File: config.mk
export PLATFORM = sky130hd
export DESIGN_NAME = piecewise_linear_step_map
export DESIGN_NICKNAME = d
export VERILOG_FILES = /design/src/rtl/plsm_pkg.sv /design/src/rtl/plsm_table.sv /design/src/rtl/plsm_interp.sv /design/src/rtl/piecewise_linear_step_map.sv
export VERILOG_INCLUDE_DIRS = /design/src /design/src/rtl
export SDC_FILE = /design/constraint.sdc
export NUM_CORES = 2
export LEC_CHECK = 0
export BUFFER_PORTS_ARGS = -buffer_cell sky130_fd_sc_hd__buf_2
export CORE_UTILIZATION = 46
export DETAILED_ROUTE_END_ITERATION = 6
export PLACE_DENSITY = 0.66
export SLEW_MARGIN = 20
export SYNTH_ARGS = -nofsm -noshare
export SYNTH_HDL_FRONTEND = slang
export SYNTH_SLANG_ARGS = --single-unit
File: constraint.sdc
create_clock -name clock -period 26.6 [get_ports clock]
set_input_delay 5.32 -clock clock [delete_from_list [all_inputs] [get_ports clock]]
set_output_delay 5.32 -clock clock [all_outputs]
set_load 0.01 [all_outputs]
File: src/rtl/assert_macros.svh
// Assertion macros used by the top-level RTL file
`ifndef ASSERT_MACROS_SVH
`define ASSERT_MACROS_SVH
`ifndef SYNTHESIS
`define PLSM_ASSERT_IMPLIES(label, clk, rst, lhs, rhs) \
   label: assert property (@(posedge clk) disable iff (rst) (lhs) |-> (rhs)) \
      else $error("assertion failed");
`define PLSM_ASSERT_NEXT(label, clk, rst, lhs, rhs) \
   label: assert property (@(posedge clk) disable iff (rst) (lhs) |=> (rhs)) \
      else $error("assertion failed");
`else
`define PLSM_ASSERT_IMPLIES(label, clk, rst, lhs, rhs)
`define PLSM_ASSERT_NEXT(label, clk, rst, lhs, rhs)
`endif
`endif

File: src/rtl/plsm_pkg.sv
// Shared types and constants of the piecewise linear step map
package plsm_pkg;

   typedef struct packed {
      logic signed [15:0] value;
      logic [15:0]        step;
   } point_type;

   localparam int unsigned StepWidth = 16;

   localparam logic [1:0] STATUS_INTERP  = 2'd0;
   localparam logic [1:0] STATUS_LOW     = 2'd1;
   localparam logic [1:0] STATUS_HIGH    = 2'd2;
   localparam logic [1:0] STATUS_WRITTEN = 2'd3;

endpackage

File: src/rtl/plsm_table.sv
// Breakpoint memory: one write port, one read port with registered data
module plsm_table #(
   parameter int unsigned DEPTH = 16,
   parameter int unsigned AW    = 4
) (
   input  logic                 clock,
   input  logic                 wr_en,
   input  logic [AW-1:0]        wr_addr,
   input  plsm_pkg::point_type  wr_data,
   input  logic                 rd_en,
   input  logic [AW-1:0]        rd_addr,
   output plsm_pkg::point_type  rd_data
);

   plsm_pkg::point_type mem [DEPTH];
   plsm_pkg::point_type rd_data_ff;

   always_ff @(posedge clock) begin
      if (wr_en) begin
         mem[wr_addr] <= wr_data;
      end
   end

   always_ff @(posedge clock) begin
      if (rd_en) begin
         rd_data_ff <= mem[rd_addr];
      end
   end

   assign rd_data = rd_data_ff;

endmodule

File: src/rtl/plsm_interp.sv
// Interpolation unit: a multiply on start, then a restoring divide, one quotient bit a cycle
module plsm_interp (
   input  logic                 clock,
   input  logic                 reset,
   input  logic                 start,
   input  logic signed [15:0]   sample,
   input  plsm_pkg::point_type  lo,
   input  plsm_pkg::point_type  hi,
   output logic                 done,
   output logic [15:0]          step
);

   localparam int unsigned QW = plsm_pkg::StepWidth;
   localparam int unsigned CW = $clog2(QW);

   logic              busy_ff, busy_in;
   logic              done_ff, done_in;
   logic [CW-1:0]     cnt_ff, cnt_in;
   logic [QW-1:0]     rem_ff, rem_in;
   logic [QW-1:0]     quo_ff, quo_in;
   logic [QW-1:0]     den_ff, den_in;
   logic [QW-1:0]     base_ff, base_in;

   logic signed [16:0] diff_w;
   logic signed [16:0] span_w;
   logic [QW-1:0]      dstep_w;
   logic [2*QW-1:0]    prod_w;
   logic [QW:0]        trial_w;
   logic [QW:0]        sub_w;
   logic               ge_w;
   logic [QW:0]        sum_w;

   always_comb begin
      // sample lies above lo and at or below hi, so both differences fit 16 bits unsigned
      diff_w  = 17'(sample) - 17'(lo.value);
      span_w  = 17'(hi.value) - 17'(lo.value);
      dstep_w = hi.step - lo.step;
      prod_w  = (2*QW)'(diff_w[QW-1:0]) * (2*QW)'(dstep_w);
      trial_w = {rem_ff, quo_ff[QW-1]};
      sub_w   = trial_w - {1'b0, den_ff};
      ge_w    = trial_w >= {1'b0, den_ff};
      sum_w   = {1'b0, base_ff} + {1'b0, quo_ff};
   end

   always_comb begin
      busy_in = busy_ff;
      done_in = 1'b0;
      cnt_in  = cnt_ff;
      rem_in  = rem_ff;
      quo_in  = quo_ff;
      den_in  = den_ff;
      base_in = base_ff;
      if (start) begin
         busy_in = 1'b1;
         cnt_in  = '0;
         // quotient never exceeds the step difference, so the upper half stays below den
         rem_in  = prod_w[2*QW-1:QW];
         quo_in  = prod_w[QW-1:0];
         den_in  = span_w[QW-1:0];
         base_in = lo.step;
      end else if (busy_ff) begin
         rem_in = ge_w ? sub_w[QW-1:0] : trial_w[QW-1:0];
         quo_in = {quo_ff[QW-2:0], ge_w};
         cnt_in = cnt_ff + 1'b1;
         if (cnt_ff == CW'(QW - 1)) begin
            busy_in = 1'b0;
            done_in = 1'b1;
         end
      end
   end

   always_ff @(posedge clock) begin
      if (reset) begin
         busy_ff <= 1'b0;
         done_ff <= 1'b0;
         cnt_ff  <= '0;
      end else begin
         busy_ff <= busy_in;
         done_ff <= done_in;
         cnt_ff  <= cnt_in;
      end
   end

   always_ff @(posedge clock) begin
      rem_ff  <= rem_in;
      quo_ff  <= quo_in;
      den_ff  <= den_in;
      base_ff <= base_in;
   end

   assign done = done_ff;
   assign step = sum_w[QW] ? {QW{1'b1}} : sum_w[QW-1:0];

endmodule

File: src/rtl/piecewise_linear_step_map.sv
// A write item or an empty-table convert sets its result and moves straight to ST_DONE.
// A convert item reads m slots, one a cycle (m at most entry_count, capped at TABLE_DEPTH);
// an edge case then moves to ST_DONE, an interpolation through ST_MUL and ST_DIV to ST_DONE.
// One item in flight at a time; the next beat is taken the cycle after the result is queued,
// and ST_DONE waits while rsp_tready holds an earlier result in the output register.
// Reset clears the control state and entry_count; table contents stay undefined until written.
`include "assert_macros.svh"

module piecewise_linear_step_map #(
   parameter int unsigned TABLE_DEPTH = 16
) (
   input  logic         clock,
   input  logic         reset,
   input  logic         req_tvalid,
   output logic         req_tready,
   // entry_index[3:0], breakpoint_value[19:4], breakpoint_step[35:20], sample[51:36], zero pad
   input  logic [55:0]  req_tdata,
   // op[0]
   input  logic [0:0]   req_tuser,
   output logic         rsp_tvalid,
   input  logic         rsp_tready,
   // step[15:0]
   output logic [15:0]  rsp_tdata,
   // status[1:0]
   output logic [1:0]   rsp_tuser,
   input  logic         csr_we,
   input  logic [4:0]   csr_wdata
);

   localparam int unsigned AW = (TABLE_DEPTH > 1) ? $clog2(TABLE_DEPTH) : 1;

   typedef enum logic [4:0] {
      ST_IDLE  = 5'b00001,
      ST_SCAN  = 5'b00010,
      ST_MUL   = 5'b00100,
      ST_DIV   = 5'b01000,
      ST_DONE  = 5'b10000
   } state_type;

   state_type state_ff, state_in;

   logic [4:0]           count_ff, count_in;
   logic [AW-1:0]        last_idx_ff, last_idx_in;
   logic [AW-1:0]        cmp_idx_ff, cmp_idx_in;
   logic signed [15:0]   sample_ff, sample_in;
   plsm_pkg::point_type  prev_ff, prev_in;
   plsm_pkg::point_type  hi_ff, hi_in;
   logic [15:0]          res_step_ff, res_step_in;
   logic [1:0]           res_status_ff, res_status_in;
   logic                 rsp_tvalid_ff, rsp_tvalid_in;
   logic [15:0]          rsp_step_ff, rsp_step_in;
   logic [1:0]           rsp_status_ff, rsp_status_in;

   logic                 req_fire;
   logic                 op_convert;
   logic [3:0]           req_index;
   plsm_pkg::point_type  req_point;
   logic signed [15:0]   req_sample;
   logic [AW-1:0]        req_last_idx;
   logic                 req_empty;

   logic                 tbl_wr_en;
   logic                 tbl_rd_en;
   logic [AW-1:0]        tbl_rd_addr;
   plsm_pkg::point_type  tbl_rd_data;

   logic                 div_start;
   logic                 div_done;
   logic [15:0]          div_step;
   logic                 load_out;

   assign req_index  = req_tdata[3:0];
   // value sits in the upper half of the packed point, step in the lower
   assign req_point  = plsm_pkg::point_type'({req_tdata[19:4], req_tdata[35:20]});
   assign req_sample = req_tdata[51:36];
   assign op_convert = req_tuser[0];

   assign req_tready = (state_ff == ST_IDLE);
   assign req_fire   = req_tvalid && req_tready;
   assign req_empty  = (count_ff == 5'd0);

   always_comb begin
      if (32'(count_ff) >= TABLE_DEPTH) begin
         req_last_idx = AW'(TABLE_DEPTH - 1);
      end else begin
         req_last_idx = AW'(count_ff - 5'd1);
      end
   end

   // Writes only on write items, reads on converts and while scanning, so they never overlap
   assign tbl_wr_en = req_fire && !op_convert && (32'(req_index) < TABLE_DEPTH);

   plsm_table #(
      .DEPTH (TABLE_DEPTH),
      .AW    (AW)
   ) u_table (
      .clock   (clock),
      .wr_en   (tbl_wr_en),
      .wr_addr (AW'(req_index)),
      .wr_data (req_point),
      .rd_en   (tbl_rd_en),
      .rd_addr (tbl_rd_addr),
      .rd_data (tbl_rd_data)
   );

   assign div_start = (state_ff == ST_MUL);

   plsm_interp u_interp (
      .clock  (clock),
      .reset  (reset),
      .start  (div_start),
      .sample (sample_ff),
      .lo     (prev_ff),
      .hi     (hi_ff),
      .done   (div_done),
      .step   (div_step)
   );

   assign load_out = (state_ff == ST_DONE) && (!rsp_tvalid_ff || rsp_tready);

   always_comb begin
      state_in      = state_ff;
      count_in      = csr_we ? csr_wdata : count_ff;
      last_idx_in   = last_idx_ff;
      cmp_idx_in    = cmp_idx_ff;
      sample_in     = sample_ff;
      prev_in       = prev_ff;
      hi_in         = hi_ff;
      res_step_in   = res_step_ff;
      res_status_in = res_status_ff;
      tbl_rd_en     = 1'b0;
      tbl_rd_addr   = '0;

      case (state_ff)
         ST_IDLE: begin
            if (req_fire) begin
               sample_in   = req_sample;
               last_idx_in = req_last_idx;
               cmp_idx_in  = '0;
               if (!op_convert) begin
                  res_step_in   = '0;
                  res_status_in = plsm_pkg::STATUS_WRITTEN;
                  state_in      = ST_DONE;
               end else if (req_empty) begin
                  res_step_in   = '0;
                  res_status_in = plsm_pkg::STATUS_LOW;
                  state_in      = ST_DONE;
               end else begin
                  tbl_rd_en = 1'b1;
                  state_in  = ST_SCAN;
               end
            end
         end
         ST_SCAN: begin
            // rd_data holds the slot at cmp_idx
            if (sample_ff <= tbl_rd_data.value) begin
               if (cmp_idx_ff == '0) begin
                  res_step_in   = '0;
                  res_status_in = plsm_pkg::STATUS_LOW;
                  state_in      = ST_DONE;
               end else begin
                  hi_in    = tbl_rd_data;
                  state_in = ST_MUL;
               end
            end else if (cmp_idx_ff == last_idx_ff) begin
               res_step_in   = tbl_rd_data.step;
               res_status_in = plsm_pkg::STATUS_HIGH;
               state_in      = ST_DONE;
            end else begin
               prev_in     = tbl_rd_data;
               cmp_idx_in  = cmp_idx_ff + 1'b1;
               tbl_rd_en   = 1'b1;
               tbl_rd_addr = cmp_idx_ff + 1'b1;
            end
         end
         ST_MUL: begin
            state_in = ST_DIV;
         end
         ST_DIV: begin
            if (div_done) begin
               res_step_in   = div_step;
               res_status_in = plsm_pkg::STATUS_INTERP;
               state_in      = ST_DONE;
            end
         end
         ST_DONE: begin
            if (load_out) begin
               state_in = ST_IDLE;
            end
         end
         default: begin
            state_in = ST_IDLE;
         end
      endcase
   end

   always_comb begin
      rsp_tvalid_in = rsp_tvalid_ff;
      rsp_step_in   = rsp_step_ff;
      rsp_status_in = rsp_status_ff;
      if (load_out) begin
         rsp_tvalid_in = 1'b1;
         rsp_step_in   = res_step_ff;
         rsp_status_in = res_status_ff;
      end else if (rsp_tready) begin
         rsp_tvalid_in = 1'b0;
      end
   end

   always_ff @(posedge clock) begin
      if (reset) begin
         state_ff      <= ST_IDLE;
         count_ff      <= '0;
         rsp_tvalid_ff <= 1'b0;
      end else begin
         state_ff      <= state_in;
         count_ff      <= count_in;
         rsp_tvalid_ff <= rsp_tvalid_in;
      end
   end

   always_ff @(posedge clock) begin
      last_idx_ff   <= last_idx_in;
      cmp_idx_ff    <= cmp_idx_in;
      sample_ff     <= sample_in;
      prev_ff       <= prev_in;
      hi_ff         <= hi_in;
      res_step_ff   <= res_step_in;
      res_status_ff <= res_status_in;
      rsp_step_ff   <= rsp_step_in;
      rsp_status_ff <= rsp_status_in;
   end

   assign rsp_tvalid = rsp_tvalid_ff;
   assign rsp_tdata  = rsp_step_ff;
   assign rsp_tuser  = rsp_status_ff;

   `PLSM_ASSERT_IMPLIES(a_div_done_in_div, clock, reset, div_done, state_ff == ST_DIV)
   `PLSM_ASSERT_IMPLIES(a_scan_in_range, clock, reset, state_ff == ST_SCAN, cmp_idx_ff <= last_idx_ff)
   `PLSM_ASSERT_NEXT(a_accept_leaves_idle, clock, reset, req_fire, state_ff != ST_IDLE)

endmodule

Word level (Yosys, flattened, before mapping)
Memories as Yosys holds them, arrays and structs flattened. A register that Yosys moved wholly into a read port is not among the register bits. Index checks and enable logic that the tools add are counted.

Register bits: 205. Logic and storage cells: 125. RAM bits: 512. Memories kept: 1. Output and inout port bits: 20. Input bits: 67.

$lt $le $gt $ge: 3. Add/subtract/negate cells: 8. Reduce and logical (&&, ||, !) cells: 20. Bitwise gates (word level): 4. Muxes and demuxes: 52. Equality and inequality tests: 15. Multiply operators: 1.

Memories: u_table.mem (words 16, bits a word 32, read ports 1, clocked after Yosys merged registers in 1, write ports 1, RTL line plsm_table.sv:15) `plsm_pkg::point_type mem [DEPTH];`.

Operators by type and width (count): 2-to-1 mux 16 bit (13); subtractor 16 bit (4); one-hot mux 16 bit (3 select lines) (1); 2-to-1 mux 5 bit (8); multiplier 16 x 16 -> 32 bit (1); one-hot mux 5 bit (5 select lines) (1); 2-to-1 mux 4 bit (6); adder 16 x 16 -> 17 bit (1); >= comparator 17 x 16 -> 1 bit (1); <= comparator 16 bit (1); 2-to-1 mux 2 bit (7); 2-to-1 mux 1 bit (13); adder 4 x 1 -> 4 bit, second input constant (2); one-hot mux 4 bit (2 select lines) (1); AND reduction 4 bit (2); != test 2 bit, second input constant (3); != test 3 bit, second input constant (2); one-hot mux 2 bit (3 select lines) (1); AND reduction 3 bit (2); AND reduction 6 bit (1); nonzero test 2 bit (3); == test 5 x 1 -> 1 bit, second input constant (1); == test 5 x 2 -> 1 bit, second input constant (1); == test 5 x 3 -> 1 bit, second input constant (1); 19 further kinds (26).

Logic depth before layout (Yosys ltp)
Depth in word-level cells: 5. Depth in mapped cells: 33. Gate-level depth less buffers: 32.

By module
Synthesis repeated with hierarchy kept, for this count alone.

Cell total of the unflattened synthesis: 2816. Area, all modules: 39949.6 µm².

Modules (own cells, without submodules): plsm_table (times used 1, sequential area each 16335.7 µm², cells each 838, area each 20155.6 µm²); plsm_interp (times used 1, sequential area each 2042.0 µm², cells each 1671, area each 14674.1 µm²); piecewise_linear_step_map (times used 1, sequential area each 3943.8 µm², cells each 307, area each 5119.9 µm²).

Worst setup path after synthesis
Ideal clock, no wire load.

Kind: flip-flop to flip-flop. From: register hi_ff[0] in the netlist's numbering. To: register u_interp.rem_ff[13], data pin. Period minus slack after synthesis: 8.432 ns. Setup time: 0.260 ns. Arrival: 8.172 ns. Stages on the path, launching flop included: 32. Path slack: 18.168 ns. Required time: 26.340 ns. Buffers on the path: 1. Path through: edfxtp_1 > inv_1 > ha_1 > inv_1 > fa_1 > a21o_1 > a21oi_1 > o21a_1 > nor3_1 > a211o_1 > a2111oi_0 > nor3b_1 > clkbuf_1 > or2_2 > fa_1 > fa_1 > inv_1 > fa_1 > fa_1 > fa_1 > inv_1 > fa_1 > inv_1 > ha_1 > a211oi_1 > o221ai_1 > a2111oi_0 > o32ai_1 > o2111ai_1 > nand3b_1 > xor2_1 > mux2_2.

Word-level cells in the longest chain between the ends: 3.

Ends and longest elaborated chain: start: declaration (RTL line piecewise_linear_step_map.sv:47) `plsm_pkg::point_type hi_ff, hi_in;`; start signal: assignment (RTL line piecewise_linear_step_map.sv:227) `hi_ff <= hi_in;`; subtractor 16 bit (RTL line plsm_interp.sv:37) `dstep_w = hi.step - lo.step;`; multiplier 16 x 16 -> 32 bit (RTL line plsm_interp.sv:38) `prod_w = (2*QW)'(diff_w[QW-1:0]) * (2*QW)'(dstep_w);`; 2-to-1 mux 16 bit (RTL line plsm_interp.sv:53) `if (start) begin`; net u_interp.rem_in[13] (RTL line plsm_interp.sv:19) `logic [QW-1:0] rem_ff, rem_in;`; end signal: assignment (RTL line plsm_interp.sv:85) `rem_ff <= rem_in;`; end: declaration (RTL line plsm_interp.sv:19).

The timed path passes the listed nets, and every way through them passes these cells. A chain may end at the register's enable or synchronous reset.

Worst setup path in the final report
From: register sample_ff[2]. To: register u_interp.rem_ff[13], data pin.

Word-level cells in the longest chain between the ends: 3.

Ends and longest elaborated chain: start: declaration (RTL line piecewise_linear_step_map.sv:45) `logic signed [15:0] sample_ff, sample_in;`; start signal: assignment (RTL line piecewise_linear_step_map.sv:225) `sample_ff <= sample_in;`; subtractor 16 bit (RTL line plsm_interp.sv:35) `diff_w = 17'(sample) - 17'(lo.value);`; multiplier 16 x 16 -> 32 bit (RTL line plsm_interp.sv:38); 2-to-1 mux 16 bit (RTL line plsm_interp.sv:53); net u_interp.rem_in[13] (RTL line plsm_interp.sv:19).

The timed path passes the listed nets, and every way through them passes these cells.

==> results_dict.tcl <==
set metrics [dict create \
    cts_max_level 3 \
    start_kind "flop" \
    maxCapViolations 0 \
    area_growth_pct 10.9 \
    drc 0 \
    worst_path_max_delay_cell "a2111oi_0" \
    grt_first_pass_wirelength_um 154000 \
    clk_root_buffer_cell "clkbuf_16" \
    grt_overflow 0 \
    wl_per_cell_um 21.7 \
    required_ns 26.97 \
    worst_ep_arrival_time_ns 9.96 \
    p_leak_nw 17.3 \
    status "finished clean" \
    fp.coreArea_um2 88400 \
    drt_iter0_markers 2181 \
    fin_skew_ns 0.0254 \
    powerDensity_nw_per_um2 111 \
    r2r_setup_slack_ns 17.01 \
    die-area_um2 90300 \
    drive_above_1_share_pct 9.30 \
    worstSetupPathType "reg2reg" \
    grt_max_degree 67 \
    ys_top_cells_by_area "edfxtp_1 (54%), fa_1 (9.7%), ha_1 (6.2%)" \
    finish.net_count 3927 \
    met3WireLength_um 5750 \
    grt_pass1_vias 26000 \
    synth_area_per_cell_um2 12.2 \
    yosysTopAreaCell "edfxtp_1" \
    crit_top_cell "fa_1" \
    relSlewSlack_pct 21.6 \
    antenna_found_initial 10 \
    num_rows 109 \
    period_needed_ns 9.59 \
    dr.pass1.iters 5 \
    worstMarginPinSlew_ns 1.17 \
    chipWidth_um 301 \
    initial_core_util_pct 46.4 \
    cts_hold_buf 0 \
    fin_hold_ws_ns 0.415 \
    ant_nets 0 \
    async_flop_share_pct 0 \
    clk_path_buf_depth 3 \
    ys_seq_area_share_pct 54.4 \
    place_congestion 0.887 \
    cts_setup_buffers 0 \
    synth_fp_nets 3817 \
    via_per_inst 5.62 \
    rsz0062_at_grt "no" \
    io_pins 87 \
    syn_area_um2 41000 \
    ir_worst_vdd_uv 242 \
    port_buffers 82 \
    critPathMaxFanout 13 \
    ff_latch_area_um2 22300 \
    cts_tree "done" \
    highest_layer "met5" \
    dieHeight_um 301 \
    cts.clk_slew.worst_paths_ns 0.05 \
    multi_input_area_um2 17000 \
    ys_ff_latch 749 \
    cts_resized 0 \
    netlist-cell-type-count 82 \
    yosysWarnings 0 \
    synth_top_area_share_pct 53.6 \
    holdCritPathClass "reg2reg" \
    synth-edff-count 732 \
    wirelength_um 101000 \
    vias 26300 \
    fin_setup_tns_ns 0 \
    met2_wirelength_um 50500 \
    cts.sinks 749 \
    max_freq_ghz 0.104 \
    grt_usage_pct 22.6 \
    hold_viol 0 \
    clock_latency_ns 0.64 \
    timing.final.max_slew_violations 0 \
    synth_top_flop_cell "edfxtp_1" \
    cp-end-kind "flop" \
    synth_cells 3348 \
    min_period_over_period_pct 36.0 \
    dp_hpwl_um 67000 \
    num-fill-cells 7559 \
    numCtsBuffers 79 \
    setup_viol 0 \
    m1WireLength_um 42400 \
    cp_slowest_stage_delay_ns 0.85 \
]
## flip-flops by register name, indices dropped and copies added (netlist names), 2 cells and up
signal	cells
u_interp.quo_ff	16
last_idx_ff	4
prev_ff	32
rsp_tdata	16
u_table.mem	512
cmp_idx_ff	4
u_interp.cnt_ff	4
res_status_ff	2
u_table.rd_data	32
hi_ff	32
res_step_ff	16
count_ff	5
u_interp.den_ff	16
u_interp.rem_ff	16
state_ff	5
sample_ff	16
u_interp.base_ff	16
rsp_tuser	2
## layout by cell type, fill, tap and decap left out, drive strengths merged, types with 8 or more instances in the layout
| master | synthesis | final |
|---|---|---|
| edfxtp | 732 | 732 |
| inv | 350 | 355 |
| nand2 | 341 | 341 |
| nor2 | 256 | 256 |
| ha | 203 | 203 |
| fa | 199 | 199 |
| buf | 37 | 145 |
| o21ai | 127 | 127 |
| mux2i | 126 | 126 |
| a21oi | 113 | 113 |
| clkbuf | 79 | 98 |
| nand3 | 66 | 66 |
| xnor2 | 65 | 65 |
| nor3 | 65 | 65 |
| nand2b | 57 | 57 |
| xor2 | 36 | 36 |
| and2 | 34 | 34 |
| clkinv | 1 | 31 |
| a211oi | 29 | 29 |
| nor2b | 28 | 28 |
| o22ai | 27 | 27 |
| o21a | 24 | 24 |
| a21o | 23 | 23 |
| a31oi | 22 | 22 |
| o32ai | 21 | 21 |
| nand4 | 20 | 20 |
| mux2 | 19 | 19 |
| and3 | 19 | 19 |
| a311oi | 18 | 18 |
| o211ai | 17 | 17 |
| or4 | 17 | 17 |
| dfxtp | 17 | 17 |
| or2 | 14 | 14 |
| o31ai | 10 | 10 |
| or3 | 10 | 10 |
| o2111ai | 10 | 10 |
| a31o | 8 | 8 |
| a211o | 8 | 8 |
| o22a | 8 | 8 |
| nor4 | 8 | 8 |
## stage by stage
step,setup slack [ns],area [µm²],power [mW],utilization [%],cells
final,17.01,45500,5.04,51.4,4684
after global routing,16.45,45500,5.51,51.4,4682
after CTS,16.91,45500,5.08,51.4,4682
after detailed placement,16.92,42900,4.00,48.6,4542
after global placement,16.98,42900,3.98,48.6,4542
after floorplan,18.17,41000,3.41,-,3348
## synthesized netlist by cell type (all sizes together), types with 8 or more instances
cell type and n:
a211o 8, a211oi 29, a21o 23, a21oi 113, a311oi 18, a31o 8
a31oi 22, and2 34, and3 19, buf 37, clkbuf 79, dfxtp 17
edfxtp 732, fa 199, ha 203, inv 350, mux2 19, mux2i 126
nand2 341, nand2b 57, nand3 66, nand4 20, nor2 256, nor2b 28
nor3 65, nor4 8, o2111ai 10, o211ai 17, o21a 24, o21ai 127
o22a 8, o22ai 27, o31ai 10, o32ai 21, or2 14, or3 10
or4 17, xnor2 65, xor2 36
## path summary, 6_finish.rpt
| path | start | endpoint | depth (start not counted) |
|---|---|---|---|
| max | sample_ff[2] | u_interp.rem_ff[13] | 27 |
| min | res_step_ff[13] | rsp_tdata[13] | 0 |
| max reg2reg | sample_ff[2] | u_interp.rem_ff[13] | 27 |
| min reg2reg | res_step_ff[13] | rsp_tdata[13] | 0 |
## routing by layer
metal  global-route usage (%)  up-vias
li1                         -    12200
met1                     29.4    13200
met2                     38.9      820
met3                     3.54      194
met4                     6.83        4
met5                        0        -
## cells by family after synthesis
| logic type | count (synthesis) | share of synthesized area (%) |
|---|---|---|
| simple gates | 960 | 10.9 |
| fa+ha+maj | 402 | 15.9 |
| xor+xnor | 101 | 2.16 |
| mux | 145 | 3.60 |
| flops | 749 | 54.4 |
| buf+inv | 467 | 4.57 |
| compound gates | 524 | 8.45 |
## cell type report
cell class	count	share of cell area, %
antenna	2	0.0110
clock buffer	98	4.53
clock inverter	42	0.991
inverter	351	2.90
multi-input combinational	2132	37.3
sequential	749	49.1
tap	1165	3.21
timing repair buffer	145	1.94
## where the power goes
group	total [mW]	switching (mW)	internal, mW
Combinational	2.65	1.54	1.11
Clock	1.07	0.457	0.612
Sequential	1.32	0.0104	1.31
## worst max-delay path: cells and delay by family (launching register included)
family          cells  cell delay (ns)
fa+ha+maj           8             3.84
compound gates      9             3.30
simple gates        5             1.14
flops               1             0.49
mux                 1             0.27
xor+xnor            1             0.16
buf+inv             3             0.14
(Power assumes the default switching activity.)
